[config.mk]
export PLATFORM = sky130hd
export DESIGN_NAME = sync_len_crc_frame_receiver_top_flat
export DESIGN_NICKNAME = d
export VERILOG_FILES = /design/src/hdl/slcfr_pkg.sv /design/src/hdl/slcfr_rx_if.sv /design/src/hdl/slcfr_frame_if.sv /design/src/hdl/slcfr_datapath.sv /design/src/hdl/slcfr_ctrl.sv /design/src/hdl/sync_len_crc_frame_receiver_top.sv /design/src/flat_wrapper.sv
export SDC_FILE = /design/constraint.sdc
export NUM_CORES = 1
export LEC_CHECK = 0
export ABC_AREA = 1
export BUFFER_PORTS_ARGS = -buffer_cell sky130_fd_sc_hd__buf_2
export CORE_ASPECT_RATIO = 1.5
export CORE_MARGIN = 2
export CORE_UTILIZATION = 28
export CTS_CLUSTER_DIAMETER = 200
export DETAILED_ROUTE_END_ITERATION = 10
export PLACE_DENSITY = 0.42
export SYNTH_ARGS = -nofsm -noshare
export SYNTH_HDL_FRONTEND = slang
export SYNTH_SLANG_ARGS = --single-unit
[constraint.sdc]
create_clock -name clk -period 2.26 [get_ports clk]
set_clock_uncertainty 0.1 [all_clocks]
set_input_delay 0 -clock clk [delete_from_list [all_inputs] [get_ports clk]]
set_output_delay 0 -clock clk [all_outputs]
set_load 0.005 [all_outputs]
[src/hdl/slcfr_pkg.sv]
`timescale 1ns / 1ps
`default_nettype none

package slcfr_pkg;

    // field widths
    localparam int BYTE_W    = 8;
    localparam int LEN_W     = 7;
    localparam int CRC_W     = 16;
    localparam int CFG_IDX_W = 2;
    localparam int CFG_DAT_W = 8;

    // register indexes
    localparam logic [CFG_IDX_W-1:0] REG_SYNC_FIRST  = 2'd0;
    localparam logic [CFG_IDX_W-1:0] REG_SYNC_SECOND = 2'd1;

    // register reset values
    localparam logic [BYTE_W-1:0] SYNC_FIRST_RST  = 8'hEB;
    localparam logic [BYTE_W-1:0] SYNC_SECOND_RST = 8'h90;

    // crc-16/ccitt-false constants
    localparam logic [CRC_W-1:0] CRC_INIT = 16'hFFFF;
    localparam logic [CRC_W-1:0] CRC_POLY = 16'h1021;

    // commands from controller to datapath, already qualified by the beat
    typedef struct packed {
        logic crc_init;
        logic take_id;
        logic take_len;
        logic store_byte;
        logic take_crc_hi;
        logic emit_start;
        logic rd_issue;
        logic emit_next;
    } cmd_t;

    // status from datapath to controller
    typedef struct packed {
        logic first_hit;
        logic second_hit;
        logic len_over;
        logic len_zero;
        logic pay_done;
        logic crc_ok;
        logic emit_last;
    } sts_t;

    // one result beat
    typedef struct packed {
        logic [BYTE_W-1:0] frame_id;
        logic [LEN_W-1:0]  frame_length;
        logic [BYTE_W-1:0] data_byte;
        logic              data_present;
        logic              last;
    } frame_t;

    // one byte through the crc, msb first
    function automatic logic [CRC_W-1:0] crc_feed(input logic [CRC_W-1:0] crc_in,
                                                  input logic [BYTE_W-1:0] b);
        logic [CRC_W-1:0] c;
        c = crc_in ^ {b, 8'h00};
        for (int k = 0; k < 8; k++)
        begin
            if (c[CRC_W-1])
                c = {c[CRC_W-2:0], 1'b0} ^ CRC_POLY;
            else
                c = {c[CRC_W-2:0], 1'b0};
        end
        return c;
    endfunction

endpackage

`default_nettype wire

[src/hdl/slcfr_rx_if.sv]
`timescale 1ns / 1ps
`default_nettype none

interface slcfr_rx_if;
    logic                            valid;
    logic                            ready;
    logic [slcfr_pkg::BYTE_W-1:0]    rx_byte;

    modport source (output valid, output rx_byte, input ready);
    modport sink   (input valid, input rx_byte, output ready);
endinterface

`default_nettype wire

[src/hdl/slcfr_frame_if.sv]
`timescale 1ns / 1ps
`default_nettype none

interface slcfr_frame_if;
    logic                            valid;
    logic                            ready;
    logic [slcfr_pkg::BYTE_W-1:0]    frame_id;
    logic [slcfr_pkg::LEN_W-1:0]     frame_length;
    logic [slcfr_pkg::BYTE_W-1:0]    data_byte;
    logic                            data_present;
    logic                            last;

    modport source (output valid, output frame_id, output frame_length, output data_byte,
                    output data_present, output last, input ready);
    modport sink   (input valid, input frame_id, input frame_length, input data_byte,
                    input data_present, input last, output ready);
endinterface

`default_nettype wire

[src/hdl/slcfr_datapath.sv]
`timescale 1ns / 1ps
`default_nettype none

module slcfr_datapath #(
    parameter int MAX_PAYLOAD = 64
) (
    input  wire logic                                clk,
    input  wire logic                                rst_n,
    input  wire logic                                cfg_we,
    input  wire logic [slcfr_pkg::CFG_IDX_W-1:0]     cfg_index,
    input  wire logic [slcfr_pkg::CFG_DAT_W-1:0]     cfg_data,
    input  wire logic [slcfr_pkg::BYTE_W-1:0]        rx_byte,
    input  wire slcfr_pkg::cmd_t                     cmd,
    output      slcfr_pkg::sts_t                     sts,
    output      slcfr_pkg::frame_t                   frame_out
);

    localparam int AW = (MAX_PAYLOAD > 1) ? $clog2(MAX_PAYLOAD) : 1;
    localparam logic [slcfr_pkg::BYTE_W-1:0] MAX_B  = 8'(MAX_PAYLOAD);
    localparam logic [slcfr_pkg::LEN_W-1:0]  ONE_L  = 7'd1;

    logic [slcfr_pkg::BYTE_W-1:0] sync_first_reg, sync_second_reg;
    logic [slcfr_pkg::BYTE_W-1:0] id_reg, id_next;
    logic [slcfr_pkg::LEN_W-1:0]  len_reg, len_next;
    logic [slcfr_pkg::LEN_W-1:0]  idx_reg, idx_next;
    logic [slcfr_pkg::LEN_W-1:0]  rd_idx_reg, rd_idx_next;
    logic [slcfr_pkg::CRC_W-1:0]  crc_reg, crc_next;
    logic [slcfr_pkg::BYTE_W-1:0] crc_hi_reg, crc_hi_next;
    logic [slcfr_pkg::BYTE_W-1:0] rdata_reg;
    logic [slcfr_pkg::BYTE_W-1:0] mem [MAX_PAYLOAD];
    logic [slcfr_pkg::CRC_W-1:0]  crc_fed;
    logic                         empty;

    // configuration registers
    always_ff @(posedge clk or negedge rst_n)
    begin
        if (!rst_n)
        begin
            sync_first_reg  <= slcfr_pkg::SYNC_FIRST_RST;
            sync_second_reg <= slcfr_pkg::SYNC_SECOND_RST;
        end
        else if (cfg_we)
        begin
            case (cfg_index)
                slcfr_pkg::REG_SYNC_FIRST:  sync_first_reg  <= cfg_data;
                slcfr_pkg::REG_SYNC_SECOND: sync_second_reg <= cfg_data;
                default: ;
            endcase
        end
    end

    assign crc_fed = slcfr_pkg::crc_feed(crc_reg, rx_byte);

    // frame header, counters and crc
    always_comb
    begin
        id_next     = id_reg;
        len_next    = len_reg;
        idx_next    = idx_reg;
        rd_idx_next = rd_idx_reg;
        crc_next    = crc_reg;
        crc_hi_next = crc_hi_reg;
        if (cmd.crc_init)
            crc_next = slcfr_pkg::CRC_INIT;
        if (cmd.take_id)
        begin
            id_next  = rx_byte;
            crc_next = crc_fed;
        end
        if (cmd.take_len)
        begin
            idx_next = '0;
            if (!sts.len_over)
            begin
                len_next = rx_byte[slcfr_pkg::LEN_W-1:0];
                crc_next = crc_fed;
            end
        end
        if (cmd.store_byte)
        begin
            crc_next = crc_fed;
            idx_next = idx_reg + ONE_L;
        end
        if (cmd.take_crc_hi)
            crc_hi_next = rx_byte;
        if (cmd.emit_start)
            rd_idx_next = '0;
        if (cmd.emit_next)
            rd_idx_next = rd_idx_reg + ONE_L;
    end

    always_ff @(posedge clk or negedge rst_n)
    begin
        if (!rst_n)
        begin
            id_reg     <= '0;
            len_reg    <= '0;
            idx_reg    <= '0;
            rd_idx_reg <= '0;
            crc_reg    <= slcfr_pkg::CRC_INIT;
            crc_hi_reg <= '0;
        end
        else
        begin
            id_reg     <= id_next;
            len_reg    <= len_next;
            idx_reg    <= idx_next;
            rd_idx_reg <= rd_idx_next;
            crc_reg    <= crc_next;
            crc_hi_reg <= crc_hi_next;
        end
    end

    // payload store, one write and one registered read
    always_ff @(posedge clk)
    begin
        if (cmd.store_byte)
            mem[idx_reg[AW-1:0]] <= rx_byte;
        if (cmd.rd_issue)
            rdata_reg <= mem[rd_idx_reg[AW-1:0]];
    end

    assign empty = (len_reg == '0);

    // status toward the controller
    always_comb
    begin
        sts.first_hit  = (rx_byte == sync_first_reg);
        sts.second_hit = (rx_byte == sync_second_reg);
        sts.len_over   = (rx_byte > MAX_B);
        sts.len_zero   = (rx_byte == '0);
        sts.pay_done   = ((idx_reg + ONE_L) >= len_reg);
        sts.crc_ok     = ({crc_hi_reg, rx_byte} == crc_reg);
        sts.emit_last  = empty || ((rd_idx_reg + ONE_L) == len_reg);
    end

    // result beat
    always_comb
    begin
        frame_out.frame_id     = id_reg;
        frame_out.frame_length = len_reg;
        frame_out.data_byte    = empty ? '0 : rdata_reg;
        frame_out.data_present = !empty;
        frame_out.last         = sts.emit_last;
    end

endmodule

`default_nettype wire

[src/hdl/slcfr_ctrl.sv]
`timescale 1ns / 1ps
`default_nettype none

module slcfr_ctrl (
    input  wire logic              clk,
    input  wire logic              rst_n,
    input  wire logic              rx_valid,
    output      logic              rx_ready,
    output      logic              out_valid,
    input  wire logic              out_ready,
    input  wire slcfr_pkg::sts_t   sts,
    output      slcfr_pkg::cmd_t   cmd
);

    typedef enum logic [8:0] {
        ST_HUNT1   = 9'b000000001,
        ST_HUNT2   = 9'b000000010,
        ST_ID      = 9'b000000100,
        ST_LEN     = 9'b000001000,
        ST_PAYLOAD = 9'b000010000,
        ST_CRCHI   = 9'b000100000,
        ST_CRCLO   = 9'b001000000,
        ST_RD      = 9'b010000000,
        ST_SHOW    = 9'b100000000
    } state_t;

    state_t state_reg, state_next;
    logic   rx_fire;
    logic   out_fire;

    assign rx_ready  = (state_reg != ST_RD) && (state_reg != ST_SHOW);
    assign out_valid = (state_reg == ST_SHOW);
    assign rx_fire   = rx_valid && rx_ready;
    assign out_fire  = out_valid && out_ready;

    // next state and datapath commands
    always_comb
    begin
        state_next = state_reg;
        cmd        = '0;
        case (state_reg)
            ST_HUNT1:
            begin
                if (rx_fire && sts.first_hit)
                    state_next = ST_HUNT2;
            end
            ST_HUNT2:
            begin
                if (rx_fire)
                begin
                    if (sts.second_hit)
                    begin
                        cmd.crc_init = 1'b1;
                        state_next   = ST_ID;
                    end
                    else
                        state_next = ST_HUNT1;
                end
            end
            ST_ID:
            begin
                if (rx_fire)
                begin
                    cmd.take_id = 1'b1;
                    state_next  = ST_LEN;
                end
            end
            ST_LEN:
            begin
                if (rx_fire)
                begin
                    cmd.take_len = 1'b1;
                    if (sts.len_over)
                        state_next = ST_HUNT1;
                    else if (sts.len_zero)
                        state_next = ST_CRCHI;
                    else
                        state_next = ST_PAYLOAD;
                end
            end
            ST_PAYLOAD:
            begin
                if (rx_fire)
                begin
                    cmd.store_byte = 1'b1;
                    if (sts.pay_done)
                        state_next = ST_CRCHI;
                end
            end
            ST_CRCHI:
            begin
                if (rx_fire)
                begin
                    cmd.take_crc_hi = 1'b1;
                    state_next      = ST_CRCLO;
                end
            end
            ST_CRCLO:
            begin
                if (rx_fire)
                begin
                    if (sts.crc_ok)
                    begin
                        cmd.emit_start = 1'b1;
                        state_next     = ST_RD;
                    end
                    else
                        state_next = ST_HUNT1;
                end
            end
            ST_RD:
            begin
                cmd.rd_issue = 1'b1;
                state_next   = ST_SHOW;
            end
            ST_SHOW:
            begin
                if (out_fire)
                begin
                    if (sts.emit_last)
                        state_next = ST_HUNT1;
                    else
                    begin
                        cmd.emit_next = 1'b1;
                        state_next    = ST_RD;
                    end
                end
            end
            default:
            begin
                state_next = ST_HUNT1;
            end
        endcase
    end

    always_ff @(posedge clk or negedge rst_n)
    begin
        if (!rst_n)
            state_reg <= ST_HUNT1;
        else
            state_reg <= state_next;
    end

    // input and output sides never open together
    a_no_overlap: assert property (@(posedge clk) disable iff (!rst_n)
        !(rx_ready && out_valid))
        else $error("input accepted while a result is shown");

    // a memory read is always followed by its result beat
    a_read_then_show: assert property (@(posedge clk) disable iff (!rst_n)
        (state_reg == ST_RD) |=> (state_reg == ST_SHOW))
        else $error("result beat did not follow memory read");

    // emission only starts on a matching crc
    a_emit_on_crc: assert property (@(posedge clk) disable iff (!rst_n)
        cmd.emit_start |-> (rx_fire && sts.crc_ok))
        else $error("frame emitted without crc match");

    // final beat of a frame returns to the hunt
    a_last_to_hunt: assert property (@(posedge clk) disable iff (!rst_n)
        (out_fire && sts.emit_last) |=> (state_reg == ST_HUNT1))
        else $error("no return to hunt after final beat");

endmodule

`default_nettype wire

[src/hdl/sync_len_crc_frame_receiver_top.sv]
// first beat: after the crc low byte is accepted, ST_RD reads the payload memory, then
//   ST_SHOW presents the first result beat; throughput: one received byte per cycle
//   while a frame comes in; while a frame goes out, each result beat takes a memory
//   read (ST_RD), then waits in ST_SHOW for frame ready, and no byte is accepted
// reset: asynchronous active low; back to the sync hunt, sync bytes 0xEB and 0x90,
//   crc 0xFFFF; the payload memory is not cleared
`timescale 1ns / 1ps
`default_nettype none

module sync_len_crc_frame_receiver_top #(
    parameter int MAX_PAYLOAD = 64
) (
    input  wire logic                              clk,
    input  wire logic                              rst_n,
    input  wire logic                              cfg_we,
    input  wire logic [slcfr_pkg::CFG_IDX_W-1:0]   cfg_index,
    input  wire logic [slcfr_pkg::CFG_DAT_W-1:0]   cfg_data,
    slcfr_rx_if.sink                               rx,
    slcfr_frame_if.source                          frame
);

    slcfr_pkg::cmd_t   cmd;
    slcfr_pkg::sts_t   sts;
    slcfr_pkg::frame_t frame_out;

    // controller
    slcfr_ctrl u_ctrl (
        .clk       (clk),
        .rst_n     (rst_n),
        .rx_valid  (rx.valid),
        .rx_ready  (rx.ready),
        .out_valid (frame.valid),
        .out_ready (frame.ready),
        .sts       (sts),
        .cmd       (cmd)
    );

    // datapath
    slcfr_datapath #(
        .MAX_PAYLOAD (MAX_PAYLOAD)
    ) u_datapath (
        .clk       (clk),
        .rst_n     (rst_n),
        .cfg_we    (cfg_we),
        .cfg_index (cfg_index),
        .cfg_data  (cfg_data),
        .rx_byte   (rx.rx_byte),
        .cmd       (cmd),
        .sts       (sts),
        .frame_out (frame_out)
    );

    // result beat onto the output channel
    assign frame.frame_id     = frame_out.frame_id;
    assign frame.frame_length = frame_out.frame_length;
    assign frame.data_byte    = frame_out.data_byte;
    assign frame.data_present = frame_out.data_present;
    assign frame.last         = frame_out.last;

endmodule

`default_nettype wire

[src/flat_wrapper.sv]
// flat-port wrapper written by rule: the top's interface ports become plain ports
module sync_len_crc_frame_receiver_top_flat 
#(
    parameter int MAX_PAYLOAD = 64
)
  (clk, rst_n, cfg_we, cfg_index, cfg_data, rx_valid, rx_rx_byte, rx_ready, frame_valid, frame_frame_id, frame_frame_length, frame_data_byte, frame_data_present, frame_last, frame_ready);
  slcfr_rx_if rx_i ();
  slcfr_frame_if frame_i ();
  input  wire logic clk;
  input  wire logic rst_n;
  input  wire logic cfg_we;
  input  wire logic [slcfr_pkg::CFG_IDX_W-1:0] cfg_index;
  input  wire logic [slcfr_pkg::CFG_DAT_W-1:0] cfg_data;
  input wire logic [$bits(rx_i.valid)-1:0] rx_valid;
  input wire logic [$bits(rx_i.rx_byte)-1:0] rx_rx_byte;
  output wire logic [$bits(rx_i.ready)-1:0] rx_ready;
  output wire logic [$bits(frame_i.valid)-1:0] frame_valid;
  output wire logic [$bits(frame_i.frame_id)-1:0] frame_frame_id;
  output wire logic [$bits(frame_i.frame_length)-1:0] frame_frame_length;
  output wire logic [$bits(frame_i.data_byte)-1:0] frame_data_byte;
  output wire logic [$bits(frame_i.data_present)-1:0] frame_data_present;
  output wire logic [$bits(frame_i.last)-1:0] frame_last;
  input wire logic [$bits(frame_i.ready)-1:0] frame_ready;
  assign rx_i.valid = rx_valid;
  assign rx_i.rx_byte = rx_rx_byte;
  assign rx_ready = rx_i.ready;
  assign frame_valid = frame_i.valid;
  assign frame_frame_id = frame_i.frame_id;
  assign frame_frame_length = frame_i.frame_length;
  assign frame_data_byte = frame_i.data_byte;
  assign frame_data_present = frame_i.data_present;
  assign frame_last = frame_i.last;
  assign frame_i.ready = frame_ready;
  sync_len_crc_frame_receiver_top #(.MAX_PAYLOAD(MAX_PAYLOAD)) u_core (.clk(clk), .rst_n(rst_n), .cfg_we(cfg_we), .cfg_index(cfg_index), .cfg_data(cfg_data), .rx(rx_i), .frame(frame_i));
endmodule
==> metrics.md <==
| Metric | Value |
|---|---|
| Final setup violation count | `between 50 and 60` |
| Async SR Flop Fraction | `0.130` |
| Synth-to-Final Area Change | `32.1%` |
| Largest net degree at the start of global routing | `between 60 and 70` |
| CORE AREA | `a little under 90000 um^2` |
| Antenna violations before repair | `2` |
| Clock slew at reported path FFs | `0.07 ns` |
| Hold_ws | `just over 0.08 ns` |
| Most area-consuming cells after synthesis | `edfxtp_1, o21ai_0, nor2_1` |
| Hold Fails Final Rpt | `0` |
| Setup WS post-layout | `-0.151 ns` |
| Hold Path Class | `primary input to register` |
| Clock Tree Buf Depth | `3` |
| Cell type with the highest aggregate area in the netlist | `edfxtp_1` |
| Final worst path period need | `between 2 and 2.5 ns` |
| Register-to-register setup slack | `-0.15 ns` |
| Crit end category | `register` |
| Number of filler cells placed in the layout | `~8700` |
| Critical Path Sink | `u_core.u_datapath.rdata_reg[1]$_DFFE_PN_` |
| Most common cell in the netlist | `edfxtp_1` |
| Pre-Repair DR Iteration Count | `5` |
| First-pass GRT wire length | `120 mm` |
| Post-synthesis net count | `about 2200` |
| Peak supply drop | `slightly below 600 uV` |
| Number of DRC markers in iteration 0 | `around 1000` |
| Rows | `between 100 and 150` |
| Max-capacitance violation count | `0` |
| Ports | `50` |
| CP Max Fanout | `6` |
| N_diodes | `0` |
| Leakage | `between 10 and 15 nW` |
| Die Ht | `372 um` |
| Fraction of layout cells with a size suffix above 1 | `0.281` |
| Mapped Area | `around 25000 um^2` |
| DRC violations left | `0` |
| Cells after Synth | `~2200` |
| Register area share after synthesis | `0.697` |
| DR WL/cell | `22.5 um` |
| Post-synth top cells | `edfxtp_1, nor2_1, o21ai_0, nand2_1, o22ai_1` |
| PD cells | `roughly 700 nW/um^2` |
| DR vias | `roughly 18000` |
| Fin nets | `~2500` |
| Max Freq | `415 MHz` |
| Setup WS pre-CTS | `-0.579 ns` |
| Worst skew pair latency | `between 0.6 and 0.7 ns` |
| Slew margin rel. | `0.359` |
| R2R Path Start | `u_core.u_datapath.rd_idx_reg[0]$_DFFE_PN0P_` |
| Type of origin of the critical path | `register` |
| Critical path class | `register to register` |
| CTS tree | `done` |
| Total track usage | `0.175` |
| CTS sink cnt | `between 500 and 600` |
| Antenna-violating nets left | `0` |
| Vias in the first global route | `~18000` |
| Worst-margin pin slew | `0.962 ns` |
| Reg-to-Reg End | `u_core.u_datapath.rdata_reg[1]$_DFFE_PN_` |
| Post-detail-place hpwl | `54.3 mm` |
| Syn avg cell area | `roughly 12 um^2` |
| Count of flip-flops with a built-in enable after synthesis | `between 500 and 600` |
| Yosys top cell area share | `0.618` |
| Yosys warns | `0` |
| CP Data Arrival Time | `around 2.7 ns` |
| Vias per cell | `a little under 5` |
| Starting Density | `0.283` |
| Failing checks | `setup timing` |
| Critical path required time | `2.56 ns` |
| Overall die width | `between 200 and 250 um` |
| Worst reg2reg path depth | `13` |
| Library cells used by synthesis | `between 40 and 50` |
| Max reg flops | `~500` |
| Crit path launch | `u_core.u_datapath.rd_idx_reg[0]$_DFFE_PN0P_` |
| Pins Over Slew Limit | `0` |
| Port Buffers | `49` |
| H-tree level count | `2` |
| Total CTS buffers | `57` |
| WL final | `82.9 mm` |
| Clock Tree Root | `clkbuf_16` |
| RD Place Congestion | `around 0.80` |
| Status | `finished, violations left` |
| Total grt overflow | `0` |
| Die area | `about 90000 um^2` |
| Synth Flop Type | `edfxtp_1` |
| Synthesis-stage register bit count | `between 500 and 600` |
| RSZ-0062 raised after global routing | `yes` |
| Tcrit/Tclk final | `1.07` |
[how the worst min path moves through the flow]
stage / to / cells after the start / from / slack [ns]
final: u_core.u_datapath.sync_second_reg[4]$_DFFE_PN1P_ / 4 / cfg_data[4] / 0.08
after global routing: u_core.u_datapath.sync_second_reg[4]$_DFFE_PN1P_ / 4 / cfg_data[4] / 0.07
after CTS: u_core.u_datapath.sync_second_reg[4]$_DFFE_PN1P_ / 4 / cfg_data[4] / 0.04
after detailed placement: u_core.u_ctrl.state_reg[3]$_DFFE_PN0P_ / 1 / rst_n / -0.16
after global placement: u_core.u_ctrl.state_reg[3]$_DFFE_PN0P_ / 1 / rst_n / -0.16
after floorplan: u_core.u_ctrl.state_reg[1]$_DFFE_PN0P_ / 0 / rst_n / -0.40
[what timing repair did]
| item | in CTS | in global routing |
|---|---|---|
| endpoints found under the hold margin | 242 | 0 |
| cloned | 3 | 6 |
| hold buffers | 31 | 0 |
| setup endpoints to repair | 542 | 552 |
| pin swaps | 32 | 80 |
| setup buffers | 22 | 24 |
| gates resized for setup | 275 | 265 |
[cell families after synthesis]
| family | Yosys count | share of synthesized area |
|---|---|---|
| AND/OR/NAND/NOR | 745 | 0.126 |
| flip-flops | 598 | 0.697 |
| AO/OA/AOI/OAI | 536 | 0.116 |
| buffers and inverters | 224 | 0.0366 |
| XOR/XNOR | 58 | 0.0201 |
| adder cells (fa/ha/maj) | 9 | 0.00446 |
[metrics by stage]
| stage | instance area [um^2] | util | power, mW | setup TNS, ns | instances |
|---|---|---|---|---|---|
| 2_1_floorplan | 25300 | - | 13.1 | -50.12 | 2170 |
| 3_3_place_gp | 28900 | 0.323 | 13.6 | -20.51 | 3506 |
| 3_5_place_dp | 28900 | 0.323 | 13.7 | -29.94 | 3506 |
| 4_1_cts | 32200 | 0.361 | 23.4 | -16.30 | 3664 |
| 5_1_grt | 33300 | 0.374 | 24.0 | -43.75 | 3686 |
| 6_report | 33300 | 0.374 | 23.2 | -1.08 | 3686 |
[power breakdown]
group          internal [mW]  total (mW)  switching (mW)
sequential              12.2        12.3           0.101
clock                   5.25        9.55            4.30
combinational          0.538        1.40           0.865
total                   17.9        23.2            5.26
[layer usage]
layer	vias up	track usage	part of all wire
li1	8404	-	-
met1	9065	0.195	0.38
met2	370	0.338	0.54
met3	135	0.0204	0.036
met4	0	0.0671	0.042
met5	-	0	0
[placed cells by master, fill, tap and decap left out, drive strengths merged]
cell type | netlist | layout
bufinv | 0 | 5
o221ai | 3 | 3
and3 | 8 | 8
o21a | 1 | 1
xnor2 | 31 | 31
ha | 9 | 9
nand2 | 223 | 223
o41ai | 1 | 1
xor2 | 27 | 27
nor4 | 1 | 1
o31ai | 1 | 1
nand3 | 60 | 62
o21ai | 351 | 351
edfxtp | 520 | 520
or2 | 2 | 2
nor2 | 404 | 404
a21oi | 33 | 33
clkinvlp | 0 | 2
o21bai | 2 | 2
a31oi | 1 | 1
o211ai | 11 | 11
nand3b | 3 | 3
dlygate4sd3 | 0 | 30
inv | 93 | 94
dfrtp | 53 | 53
o22ai | 131 | 131
bufbuf | 0 | 1
a211oi | 1 | 1
dfstp | 25 | 25
nand4 | 18 | 18
clkinv | 1 | 31
buf | 55 | 349
nor3 | 26 | 26
clkbuf | 75 | 70
[critical path, cell delays in order, from the launching register on]
cell and delay (ns):
dfrtp_4 0.47, buf_12 0.13, inv_16 0.04, buf_12 0.14, buf_16 0.13, buf_12 0.13
buf_4 0.12, nor2_1 0.08, o22ai_1 0.11, nand2_1 0.07, nand4_1 0.30, nand4_1 0.19
buf_4 0.12, nand2_1 0.04
[final cells by class]
type	count	area [um^2]	area share
multi-input combinational	1350	7920	0.237
timing repair buffer	384	4160	0.125
tap	1156	1450	0.0434
inverter	94	379	0.0114
clock buffer	66	1480	0.0444
sequential	598	17600	0.528
clock inverter	37	333	0.00998
timing repair inverter	1	16.3	0.000488
No activity file was read; power rests on OpenSTA's default activity.
